**src/rtl/core/a64ls_pkg.sv**
```systemverilog
`timescale 1ns / 1ps
// shared types and constants for the load/store class decoder
// no dependencies; used by a64ls_classify and the top level
package a64ls_pkg;

  localparam int unsigned WordWidth  = 32;
  localparam int unsigned ClassWidth = 4;

  // result class codes
  typedef enum logic [ClassWidth-1:0] {
    CLS_UNALLOC = 4'd0,
    CLS_UNMODEL = 4'd1,
    CLS_NOP     = 4'd2,
    CLS_STORE   = 4'd3,
    CLS_LOAD    = 4'd4,
    CLS_LDP     = 4'd5,
    CLS_STP     = 4'd6,
    CLS_LIT     = 4'd7,
    CLS_STXR    = 4'd8,
    CLS_CAS     = 4'd9,
    CLS_LDXR    = 4'd10,
    CLS_STRL    = 4'd11,
    CLS_LDAQ    = 4'd12
  } cls_e;

  // encoding group codes, word bits 29:24
  localparam logic [5:0] FORM_EXCL     = 6'h08;
  localparam logic [5:0] FORM_LIT_GP   = 6'h18;
  localparam logic [5:0] FORM_LIT_VEC  = 6'h1c;
  localparam logic [5:0] FORM_PAIR_0   = 6'h28;
  localparam logic [5:0] FORM_PAIR_1   = 6'h29;
  localparam logic [5:0] FORM_PAIR_2   = 6'h2c;
  localparam logic [5:0] FORM_PAIR_3   = 6'h2d;
  localparam logic [5:0] FORM_REG_0    = 6'h38;
  localparam logic [5:0] FORM_REG_1    = 6'h39;
  localparam logic [5:0] FORM_REG_2    = 6'h3c;
  localparam logic [5:0] FORM_REG_3    = 6'h3d;
  localparam logic [5:0] FORM_SIMD_0   = 6'h0c;
  localparam logic [5:0] FORM_SIMD_1   = 6'h0d;

  // register field value meaning "no second register"
  localparam logic [4:0] RT_NONE = 5'd31;

  // size / opc field codes
  localparam logic [1:0] SIZE_DWORD    = 2'b11;
  localparam logic [1:0] OPC_STORE     = 2'b00;
  localparam logic [1:0] OPC_SIGNED64  = 2'b10;
  localparam logic [1:0] OPC_SIGNED32  = 2'b11;
  localparam logic [1:0] OPTION_ROFF   = 2'b10;

endpackage

```
**src/rtl/core/a64ls_stage.sv**
```systemverilog
`timescale 1ns / 1ps
// one valid/stall pipeline register with a payload of WIDTH bits
// no package dependencies
module a64ls_stage #(
  parameter int unsigned WIDTH = 32
) (
  input  logic             clk_i,
  input  logic             rst_ni,
  input  logic             valid_i,
  output logic             stall_o,
  input  logic [WIDTH-1:0] data_i,
  output logic             valid_o,
  input  logic             stall_i,
  output logic [WIDTH-1:0] data_o
);

  logic             valid_q, valid_d;
  logic [WIDTH-1:0] data_q;
  logic             load;

  // take a new request when empty or when the held one leaves this cycle
  assign stall_o = valid_q && stall_i;
  assign load    = valid_i && !stall_o;
  assign valid_d = load || (valid_q && stall_i);

  always_ff @(posedge clk_i or negedge rst_ni) begin
    if (!rst_ni) begin
      valid_q <= 1'b0;
    end else begin
      valid_q <= valid_d;
    end
  end

  always_ff @(posedge clk_i) begin
    if (load) begin
      data_q <= data_i;
    end
  end

  assign valid_o = valid_q;
  assign data_o  = data_q;

endmodule

```
**src/rtl/core/a64ls_classify.sv**
```systemverilog
`timescale 1ns / 1ps
// combinational class decode of one load/store instruction word
// depends on a64ls_pkg
module a64ls_classify (
  input  logic [a64ls_pkg::WordWidth-1:0] word_i,
  output a64ls_pkg::cls_e                 class_o
);

  logic [5:0] form;
  logic [1:0] size;
  logic       vec;
  logic [1:0] opc;
  logic       roff;
  a64ls_pkg::cls_e cls_excl, cls_lit, cls_pair, cls_reg, cls_plain;

  assign form = word_i[29:24];
  assign size = word_i[31:30];
  assign vec  = word_i[26];
  assign opc  = word_i[23:22];
  assign roff = word_i[21] && (word_i[11:10] == a64ls_pkg::OPTION_ROFF);

  // plain store or load once the special encodings are ruled out
  assign cls_plain = (opc == a64ls_pkg::OPC_STORE) ? a64ls_pkg::CLS_STORE
                                                   : a64ls_pkg::CLS_LOAD;

  always_comb begin
    if (word_i[21] && (word_i[14:10] != a64ls_pkg::RT_NONE)) begin
      cls_excl = a64ls_pkg::CLS_UNALLOC;
    end else if (word_i[21]) begin
      cls_excl = a64ls_pkg::CLS_CAS;
    end else if (!word_i[23]) begin
      cls_excl = word_i[22] ? a64ls_pkg::CLS_LDXR : a64ls_pkg::CLS_STXR;
    end else begin
      cls_excl = word_i[22] ? a64ls_pkg::CLS_LDAQ : a64ls_pkg::CLS_STRL;
    end
  end

  assign cls_lit = vec ? a64ls_pkg::CLS_UNMODEL : a64ls_pkg::CLS_LIT;

  always_comb begin
    if (size == a64ls_pkg::SIZE_DWORD) begin
      cls_pair = a64ls_pkg::CLS_UNALLOC;
    end else if (vec) begin
      cls_pair = a64ls_pkg::CLS_UNMODEL;
    end else begin
      cls_pair = word_i[22] ? a64ls_pkg::CLS_LDP : a64ls_pkg::CLS_STP;
    end
  end

  // register forms: bit 24 picks unsigned immediate, else offset or imm9
  always_comb begin
    priority if (!word_i[24] && roff && !word_i[14]) begin
      cls_reg = a64ls_pkg::CLS_UNALLOC;
    end else if (!word_i[24] && roff && !vec && opc == a64ls_pkg::OPC_SIGNED32
                 && size[1]) begin
      cls_reg = a64ls_pkg::CLS_UNALLOC;
    end else if (!word_i[24] && roff) begin
      cls_reg = vec ? a64ls_pkg::CLS_UNMODEL : cls_plain;
    end else if (size == a64ls_pkg::SIZE_DWORD && opc == a64ls_pkg::OPC_SIGNED64) begin
      // prefetch: nop in the unsigned immediate form
      cls_reg = word_i[24] ? a64ls_pkg::CLS_NOP : a64ls_pkg::CLS_UNMODEL;
    end else if (opc == a64ls_pkg::OPC_SIGNED32 && size[1]) begin
      cls_reg = a64ls_pkg::CLS_UNALLOC;
    end else if (vec) begin
      cls_reg = a64ls_pkg::CLS_UNMODEL;
    end else begin
      cls_reg = cls_plain;
    end
  end

  always_comb begin
    unique case (form)
      a64ls_pkg::FORM_EXCL:    class_o = cls_excl;
      a64ls_pkg::FORM_LIT_GP,
      a64ls_pkg::FORM_LIT_VEC: class_o = cls_lit;
      a64ls_pkg::FORM_PAIR_0,
      a64ls_pkg::FORM_PAIR_1,
      a64ls_pkg::FORM_PAIR_2,
      a64ls_pkg::FORM_PAIR_3:  class_o = cls_pair;
      a64ls_pkg::FORM_REG_0,
      a64ls_pkg::FORM_REG_1,
      a64ls_pkg::FORM_REG_2,
      a64ls_pkg::FORM_REG_3:   class_o = cls_reg;
      a64ls_pkg::FORM_SIMD_0,
      a64ls_pkg::FORM_SIMD_1:  class_o = a64ls_pkg::CLS_UNMODEL;
      default:                 class_o = a64ls_pkg::CLS_UNALLOC;
    endcase
  end

endmodule

```
**src/rtl/core/aarch64_ldst_class_decoder_core.sv**
```systemverilog
`timescale 1ns / 1ps
// top level of the load/store class decoder
// depends on a64ls_pkg, a64ls_stage and a64ls_classify
//
// usage
// - input channel: instruction_word_i with in_valid_i; a request is taken
//   at a rising edge where in_valid_i is high and in_stall_o is low
// - output channel: instruction_class_o with out_valid_o; a result leaves
//   at a rising edge where out_valid_o is high and out_stall_i is low
// - two register stages: the word register, then short decode logic, then
//   the class register
// - throughput is one request per cycle while the output is not stalled,
//   set by the single decode pass between the two registers; a new request
//   is taken while a finished class still waits at the output
// - a stalled receiver holds the class register; the word register keeps
//   filling, and in_stall_o rises only once both stages are occupied and
//   the output is stalled
// - reset (rst_ni low, asynchronous) empties both stages; only the two
//   valid flags are reset, so no clearing pass is needed
module aarch64_ldst_class_decoder_core (
  input  logic                              clk_i,
  input  logic                              rst_ni,
  input  logic                              in_valid_i,
  output logic                              in_stall_o,
  input  logic [a64ls_pkg::WordWidth-1:0]   instruction_word_i,
  output logic                              out_valid_o,
  input  logic                              out_stall_i,
  output logic [a64ls_pkg::ClassWidth-1:0]  instruction_class_o
);

  // word register
  logic                            word_valid;
  logic                            word_stall;
  logic [a64ls_pkg::WordWidth-1:0] word_q;

  // decoded class feeding the result register
  a64ls_pkg::cls_e                  class_d;
  logic [a64ls_pkg::ClassWidth-1:0] class_q;

  a64ls_stage #(
    .WIDTH (a64ls_pkg::WordWidth)
  ) u_word_stage (
    .clk_i   (clk_i),
    .rst_ni  (rst_ni),
    .valid_i (in_valid_i),
    .stall_o (in_stall_o),
    .data_i  (instruction_word_i),
    .valid_o (word_valid),
    .stall_i (word_stall),
    .data_o  (word_q)
  );

  a64ls_classify u_classify (
    .word_i  (word_q),
    .class_o (class_d)
  );

  a64ls_stage #(
    .WIDTH (a64ls_pkg::ClassWidth)
  ) u_class_stage (
    .clk_i   (clk_i),
    .rst_ni  (rst_ni),
    .valid_i (word_valid),
    .stall_o (word_stall),
    .data_i  (class_d),
    .valid_o (out_valid_o),
    .stall_i (out_stall_i),
    .data_o  (class_q)
  );

  assign instruction_class_o = class_q;

  // input is held back only when both stages are full and output is stalled
  assert property (@(posedge clk_i) disable iff (!rst_ni)
    in_stall_o |-> (word_valid && out_valid_o && out_stall_i))
    else $error("input stalled with room in the pipeline");

  // a word that moves on always shows up as a result next cycle
  assert property (@(posedge clk_i) disable iff (!rst_ni)
    (word_valid && !word_stall) |=> out_valid_o)
    else $error("decoded request lost between stages");

  // result codes stay within the defined classes
  assert property (@(posedge clk_i) disable iff (!rst_ni)
    out_valid_o |-> (instruction_class_o <= a64ls_pkg::CLS_LDAQ))
    else $error("class code out of range");

  // simd structure forms always come out as unmodelled
  assert property (@(posedge clk_i) disable iff (!rst_ni)
    (word_valid && !word_stall && (word_q[29:24] == a64ls_pkg::FORM_SIMD_0 ||
     word_q[29:24] == a64ls_pkg::FORM_SIMD_1))
    |=> (instruction_class_o == a64ls_pkg::CLS_UNMODEL))
    else $error("simd structure form not marked unmodelled");

endmodule
```
**config.mk**
```make
export PLATFORM = sky130hd
export DESIGN_NAME = aarch64_ldst_class_decoder_core
export DESIGN_NICKNAME = d
export VERILOG_FILES = /design/src/rtl/core/a64ls_pkg.sv /design/src/rtl/core/a64ls_stage.sv /design/src/rtl/core/a64ls_classify.sv /design/src/rtl/core/aarch64_ldst_class_decoder_core.sv
export SDC_FILE = /design/constraint.sdc
export NUM_CORES = 1
export LEC_CHECK = 0
export BUFFER_PORTS_ARGS = -buffer_cell sky130_fd_sc_hd__buf_2
export CAP_MARGIN = 10
export CORE_MARGIN = 1
export CORE_UTILIZATION = 46
export DETAILED_ROUTE_END_ITERATION = 8
export GPL_TIMING_DRIVEN = 0
export PLACE_DENSITY = 0.9
export SLEW_MARGIN = 20
export SYNTH_ARGS = -nofsm -noshare
export SYNTH_HDL_FRONTEND = slang
export SYNTH_SLANG_ARGS = --single-unit
```
**constraint.sdc**
```tcl
create_clock -name clk_i -period 2.1 [get_ports clk_i]
set_input_delay 0.21 -clock clk_i [delete_from_list [all_inputs] [get_ports clk_i]]
set_output_delay 0.21 -clock clk_i [all_outputs]
set_load 0.05 [all_outputs]
```
==> results of run 1 <==
==> power by group through the flow <==
stage	registers (mW)	logic [mW]	clock network, mW
after floorplan	0.564	0.0494	0
after CTS	0.534	0.113	0.201
final	0.535	0.112	0.194
after global routing	0.539	0.123	0.211
after global placement	0.542	0.108	0
after detailed placement	0.544	0.111	0
==> registers in the layout, indices dropped and copies added, names as in the netlist <==
register               flops
u_class_stage.valid_o      1
u_word_stage.data_o       16
u_class_stage.data_o       4
u_word_stage.valid_o       1
==> area by class of cell <==
cell class	count	share of cell area (%)
Clock buffer	4	2.23
Inverter	4	1.28
Multi-Input combinational cell	46	26.8
Sequential cell	22	55.3
Tap cell	27	2.87
Timing Repair Buffer	26	11.5
==> Yosys cell counts <==
| cell | instances | area [sq um] |
|---|---|---|
| nor3b_1 | 1 | 7.51 |
| a31o_2 | 1 | 8.76 |
| o21ai_0 | 4 | 20.0 |
| nand4_1 | 2 | 12.5 |
| nor2_1 | 4 | 15.0 |
| inv_1 | 4 | 15.0 |
| dfrtp_1 | 2 | 50.1 |
| ha_1 | 3 | 37.5 |
| nor2b_4 | 1 | 13.8 |
| o22ai_1 | 1 | 6.26 |
| nor3_1 | 1 | 5.00 |
| or4b_4 | 1 | 13.8 |
| and3_1 | 1 | 6.26 |
| nand3_1 | 2 | 10.0 |
| a21o_1 | 3 | 22.5 |
| a21oi_1 | 5 | 25.0 |
| nor2b_1 | 1 | 6.26 |
| nor4bb_1 | 1 | 10.0 |
| nand2b_1 | 1 | 6.26 |
| a21boi_0 | 1 | 7.51 |
| nand4b_1 | 1 | 8.76 |
| a31oi_1 | 2 | 12.5 |
| o211ai_1 | 1 | 7.51 |
| or4_1 | 2 | 15.0 |
| and2_1 | 1 | 6.26 |
| nand2_1 | 3 | 11.3 |
| edfxtp_1 | 20 | 601 |
| o2bb2ai_1 | 1 | 8.76 |
| or4bb_1 | 1 | 11.3 |
==> logic make-up after synthesis <==
group | Yosys count
and+or+nand+nor | 24
AOI/OAI and AO/OA | 19
DFF | 22
adders and majority gates | 3
buffers and inverters | 4
==> critical path: cells and delay by family (launching register included) <==
| family | cells | cell delay, ns |
|---|---|---|
| DFF | 1 | 0.50 |
| and+or+nand+nor | 3 | 1.17 |
==> per-stage QoR <==
stage | worst slack (ns) | std cells
after detailed placement | 0.315 | 124
after global placement | 0.321 | 124
after global routing | 0.236 | 129
after floorplan | 0.411 | 72
after CTS | 0.285 | 129
final | 0.281 | 129
==> metal layers <==
metal	track usage [%]	wire length [microns]
met1	19.7	677
met2	28.5	850
met3	3.70	115
met4	6.11	30
met5	0	0
==> path summary, 6_finish.rpt <==
kind,to,slack (ns),depth (start not counted)
worst max register to register,u_class_stage.data_o[0],0.28,3
max in group asynchronous,u_word_stage.valid_o,1.77,2
worst min register to register,u_class_stage.valid_o,0.50,1
min in group asynchronous,u_class_stage.valid_o,0.23,2
worst min-delay path,u_word_stage.data_o[25],0.07,1
worst max-delay path,u_class_stage.data_o[0],0.28,3
==> flow_metrics.env, run 1 <==
export IMPL_crit_fanout=6
export IMPL_path_cells="or4b_4, or4_1, nand4_1"
export IMPL_synthAdderAreaFrac_pct=3.83
export IMPL_maxSlewViolCount=0
export IMPL_clock_path_buffers=2
export IMPL_synth_simple_area_share_pct=16.2
export IMPL_ys_seq_area_share_pct=66.3
export IMPL_track_usage_pct=16.4
export IMPL_hold_class="in -> reg"
export IMPL_hp_start="instruction_word_i[25]"
export IMPL_dp_hpwl_microns=1260
export IMPL_post_route_period_util_pct=86.6
export IMPL_antenna_found_initial=0
export IMPL_fillCellCount=157
export IMPL_n_antenna_cell=0
export IMPL_final_cell_mix="25 x buf_2, 20 x edfxtp_1, 5 x a21oi_1"
export IMPL_ys_seq_elements=22
export IMPL_netlist_area_sq_um=981
export IMPL_cp_end_kind="flop"
export IMPL_avgSynthCellArea_sq_um=13.6
export IMPL_multi_input_area_sq_um=315
export IMPL_p_int_mw=0.628
export IMPL_cpPeakStageDelay_ns=0.58
export IMPL_grt_pass1_vias=638
export IMPL_crit_type="reg -> reg"
export IMPL_gp_congestion=0.796
export IMPL_ys_warn_count=0
export IMPL_utilization_pct=59.3
export IMPL_rows=16
export IMPL_worst_pin_slew_ns=0.685
export IMPL_powerDensity_nw_per_um2=715
export IMPL_final_nets=142
export IMPL_cts_resized=0
export IMPL_cts_sinks=22
export IMPL_p_sw_share_pct=25.4
export IMPL_wl_per_cell_microns=13.0
export IMPL_status="finished, final reports clean"
export IMPL_synthXorXnorAreaFrac_pct=0
export IMPL_syn_instance_count=72
export IMPL_pin_count=42
export IMPL_ant_nets=0
export IMPL_core_area_sq_um=1980
export IMPL_pwr_share_comb_pct=13.4
export IMPL_switching_power_mw=0.213
export IMPL_placement_cell_area_sq_um=1140
export IMPL_final_common_cell="buf_2"
export IMPL_irDropWorstVdd_v=0.000536
export IMPL_p_clk_share_pct=23.1
export IMPL_period_needed_ns=1.82
export IMPL_htreeDepth=1
export IMPL_synth_compound_area_share_pct=12.1
export IMPL_drive_gt1_share_pct=30.4
export IMPL_synth_top_family_by_area="simple AND/OR/NAND/NOR gates"
export IMPL_start_util_pct=49.5
export IMPL_p_seq_share_pct=63.6
export IMPL_hold_ws_ns=0.0727
export IMPL_final_hold_violation_count=0
export IMPL_cts_root_buf="clkbuf_4"
export IMPL_grt_pass1_wl_microns=2570
export IMPL_fmax_ghz=0.550
export IMPL_drt_wl_total_microns=1670
export IMPL_reg2reg_from="u_word_stage.data_o[26]"
export IMPL_clk_pin_slew_worst_paths_ns=0.12
export IMPL_clock_latency_ns=0.30
export IMPL_p_leak_nw=0.489
export IMPL_die_w_microns=48.2
export IMPL_dr_pass1_iters=4
export IMPL_rsz0062_at_grt="false"
export IMPL_area_growth_pct=19.9
export IMPL_post_cts_repair_setup_buffers=0
export IMPL_grt_remaining_overflow=0
export IMPL_die_y_microns=48.2
export IMPL_drc_errors=0
export IMPL_port_buffers=25
export IMPL_synth_cell_type_count=29
export IMPL_setup_viol=0
export IMPL_syn_nets=111
export IMPL_startpoint_type="flop"
export IMPL_numCtsBuffers=3
export IMPL_cp_required_ns=2.27
export IMPL_grt_max_degree=17
export IMPL_holdBufCountCts=1
export IMPL_finClkSkew_ns=0.00453
export IMPL_area_sequential_sq_um=651
export IMPL_drt_vias_per_instance=5.56
export IMPL_cp_startpoint="u_word_stage.data_o[26]"
export IMPL_power_mw=0.841
export IMPL_crit_slowest_cell="or4b_4"
export IMPL_synthMuxAreaShare_pct=0
export IMPL_tns_ns=0
export IMPL_slew_limit_headroom_pct=54.3
export IMPL_fin_area_sq_um=1180
export IMPL_drv_cap=0
export IMPL_dieArea_sq_um=2320
export IMPL_cp_arrival_ns=1.99
export IMPL_cts_tree="done"
export IMPL_vias=717
export IMPL_initialDrtViolationCount=21
Power figures use the tool's default switching activity.
==> run 2, diff against run 1 <==
--- a/config.mk
+++ b/config.mk
@@ -8,10 +8,10 @@
 export BUFFER_PORTS_ARGS = -buffer_cell sky130_fd_sc_hd__buf_2
 export CAP_MARGIN = 10
 export CORE_MARGIN = 1
-export CORE_UTILIZATION = 46
+export CORE_UTILIZATION = 49
 export DETAILED_ROUTE_END_ITERATION = 8
 export GPL_TIMING_DRIVEN = 0
-export PLACE_DENSITY = 0.9
+export PLACE_DENSITY = 0.82
 export SLEW_MARGIN = 20
 export SYNTH_ARGS = -nofsm -noshare
 export SYNTH_HDL_FRONTEND = slang
==> constraint.sdc (replaced) <==
create_clock -name clk_i -period 2.3 [get_ports clk_i]
set_input_delay 0.23 -clock clk_i [delete_from_list [all_inputs] [get_ports clk_i]]
set_output_delay 0.23 -clock clk_i [all_outputs]
set_load 0.05 [all_outputs]
==> run 2 against run 1 <==
Die area decreased by 5.9%. Utilization increased by 6.4 points. Cell area increased by 0.64%. Critical path depth increased by 1. Clock skew increased by 0.0015 ns. Non-clock buffer count unchanged. Fmax increased by 0.71%. Routed wire length decreased by 6.3%. Sequential power decreased by 8.8%. Setup slack improved by 0.21 ns. Global-route usage increased by 0.57 points. First-iteration DRC count decreased by 14%. Critical path type unchanged.
==> flow_metrics.env, run 2 (synthesis gave the netlist of run 1 again) <==
export IMPL_status="finished, final reports clean"
export IMPL_wl_per_cell_microns=12.3
export IMPL_rows=15
export IMPL_cts_root_buf="clkbuf_4"
export IMPL_htreeDepth=1
export IMPL_placement_cell_area_sq_um=1140
export IMPL_largest_reg_flops=16
export IMPL_pin_count=42
export IMPL_worst_pin_slew_ns=0.633
export IMPL_worst_r2r_setup_slack_ns=0.49
export IMPL_final_hold_violation_count=0
export IMPL_dieArea_sq_um=2180
export IMPL_area_growth_pct=20.7
export IMPL_cp_arrival_ns=1.97
export IMPL_setup_viol=0
export IMPL_antenna_found_initial=0
export IMPL_n_antenna_cell=0
export IMPL_reg2reg_from="u_word_stage.data_o[25]"
export IMPL_period_needed_ns=1.81
export IMPL_fillCellCount=144
export IMPL_rsz0062_at_grt="false"
export IMPL_die_w_microns=46.7
export IMPL_ant_nets=0
export IMPL_crit_path_end="u_class_stage.data_o[0]"
export IMPL_clock_path_buffers=2
export IMPL_dp_hpwl_microns=1200
export IMPL_wl_met3_microns=58
export IMPL_top_layer_used="met4"
export IMPL_powerDensity_nw_per_um2=666
export IMPL_grt_max_degree=17
export IMPL_drt_wl_total_microns=1570
export IMPL_cp_end_kind="flop"
export IMPL_drc_errors=0
export IMPL_final_nets=142
export IMPL_crit_type="reg -> reg"
export IMPL_cts_sinks=22
export IMPL_maxSlewViolCount=0
export IMPL_r2r_end="u_class_stage.data_o[0]"
export IMPL_track_usage_pct=17.0
export IMPL_gp_congestion=0.841
export IMPL_p_leak_nw=0.495
export IMPL_fin_area_sq_um=1180
export IMPL_r2r_cells=4
export IMPL_startpoint_type="flop"
export IMPL_final_cell_mix="25 x buf_2, 20 x edfxtp_1, 5 x a21oi_1"
export IMPL_initialDrtViolationCount=18
export IMPL_cp_startpoint="u_word_stage.data_o[25]"
export IMPL_start_util_pct=54.4
export IMPL_irDropWorstVdd_v=0.000484
export IMPL_grt_pass1_wl_microns=2500
export IMPL_finClkSkew_ns=0.00604
export IMPL_post_route_period_util_pct=78.5
export IMPL_final_common_cell="buf_2"
export IMPL_clk_pin_slew_worst_paths_ns=0.11
export IMPL_numCtsBuffers=3
export IMPL_dr_pass1_iters=4
export IMPL_clock_latency_ns=0.30
export IMPL_fmax_ghz=0.554
export IMPL_crit_fanout=4
export IMPL_drt_met1_wl_microns=637
export IMPL_drt_vias_per_instance=5.46
export IMPL_grt_remaining_overflow=0
export IMPL_drv_cap=0
export IMPL_cts_tree="done"
export IMPL_core_area_sq_um=1800
export IMPL_grt_pass1_vias=632
export IMPL_slew_limit_headroom_pct=57.8
export IMPL_hold_class="in -> reg"
export IMPL_port_buffers=25
export IMPL_vias=693
export IMPL_cp_required_ns=2.47
export IMPL_dr_wl_met2_microns=821
export IMPL_die_y_microns=46.7
export IMPL_tns_ns=0
export IMPL_drive_gt1_share_pct=31.4
[run 2: changes by cell type in the layout (fill, tap and decap cells not counted)]
cell | previous run | this run
clkbuf_8 | 0 | 1
clkbuf_1 | 1 | 0
[run 2: critical path: stages, from the launching register on]
cell	delay, ns
edfxtp_1	0.44
nor2b_4	0.15
or4b_4	0.49
or4_1	0.49
nand4_1	0.11
[run 2: power by group]
part           switching [mW]  leakage [nW]  internal [mW]  total [mW]
Clock                   0.103        0.0210         0.0965       0.199
Combinational          0.0638         0.259         0.0374       0.101
Sequential             0.0194         0.215          0.468       0.488
Total                   0.186         0.495          0.602       0.788
[run 2: cell type report]
type                            count  area, sq um  area share, %
Clock buffer                        4         36.3           3.07
Inverter                            4         15.0           1.27
Multi-Input combinational cell     46          315           26.6
Sequential cell                    22          651           55.0
Tap cell                           25         31.3           2.64
Timing Repair Buffer               26          135           11.4
[run 2: timing repair]
action                                 4_1_cts  5_1_grt
hold buffers                                 1        0
endpoints found under the hold margin        2        0
setup buffers                                0        0
resized for setup                            0        0
[run 2: routing by layer]
layer | vias to the layer above | GRT usage (%)
li1 | 340 | -
met2 | 27 | 29.4
met5 | - | 0
met3 | 6 | 3.46
met1 | 320 | 19.1
met4 | 0 | 10.3
[run 2: metrics by stage]
stage               hold slack, ns  std cells  total power [mW]  util [%]  setup WS (ns)
floorplan                  -0.0656         72             0.560         -          0.611
global placement            0.0149        122             0.591      63.1          0.541
detailed placement          0.0170        122             0.596      63.1          0.526
CTS                         0.0947        127             0.793      65.7          0.499
global route                0.0851        127             0.819      65.7          0.427
finish                      0.0971        127             0.788      65.7          0.494
[run 2: how the worst min path moves through the flow]
stage	end	cells past startpoint	from
5_1_grt	u_word_stage.data_o[24]	1	instruction_word_i[24]
6_report	u_word_stage.data_o[21]	1	instruction_word_i[21]
2_1_floorplan	u_class_stage.valid_o	0	rst_ni
4_1_cts	u_word_stage.data_o[13]	1	instruction_word_i[13]
3_3_place_gp	u_word_stage.valid_o	1	rst_ni
3_5_place_dp	u_word_stage.valid_o	1	rst_ni
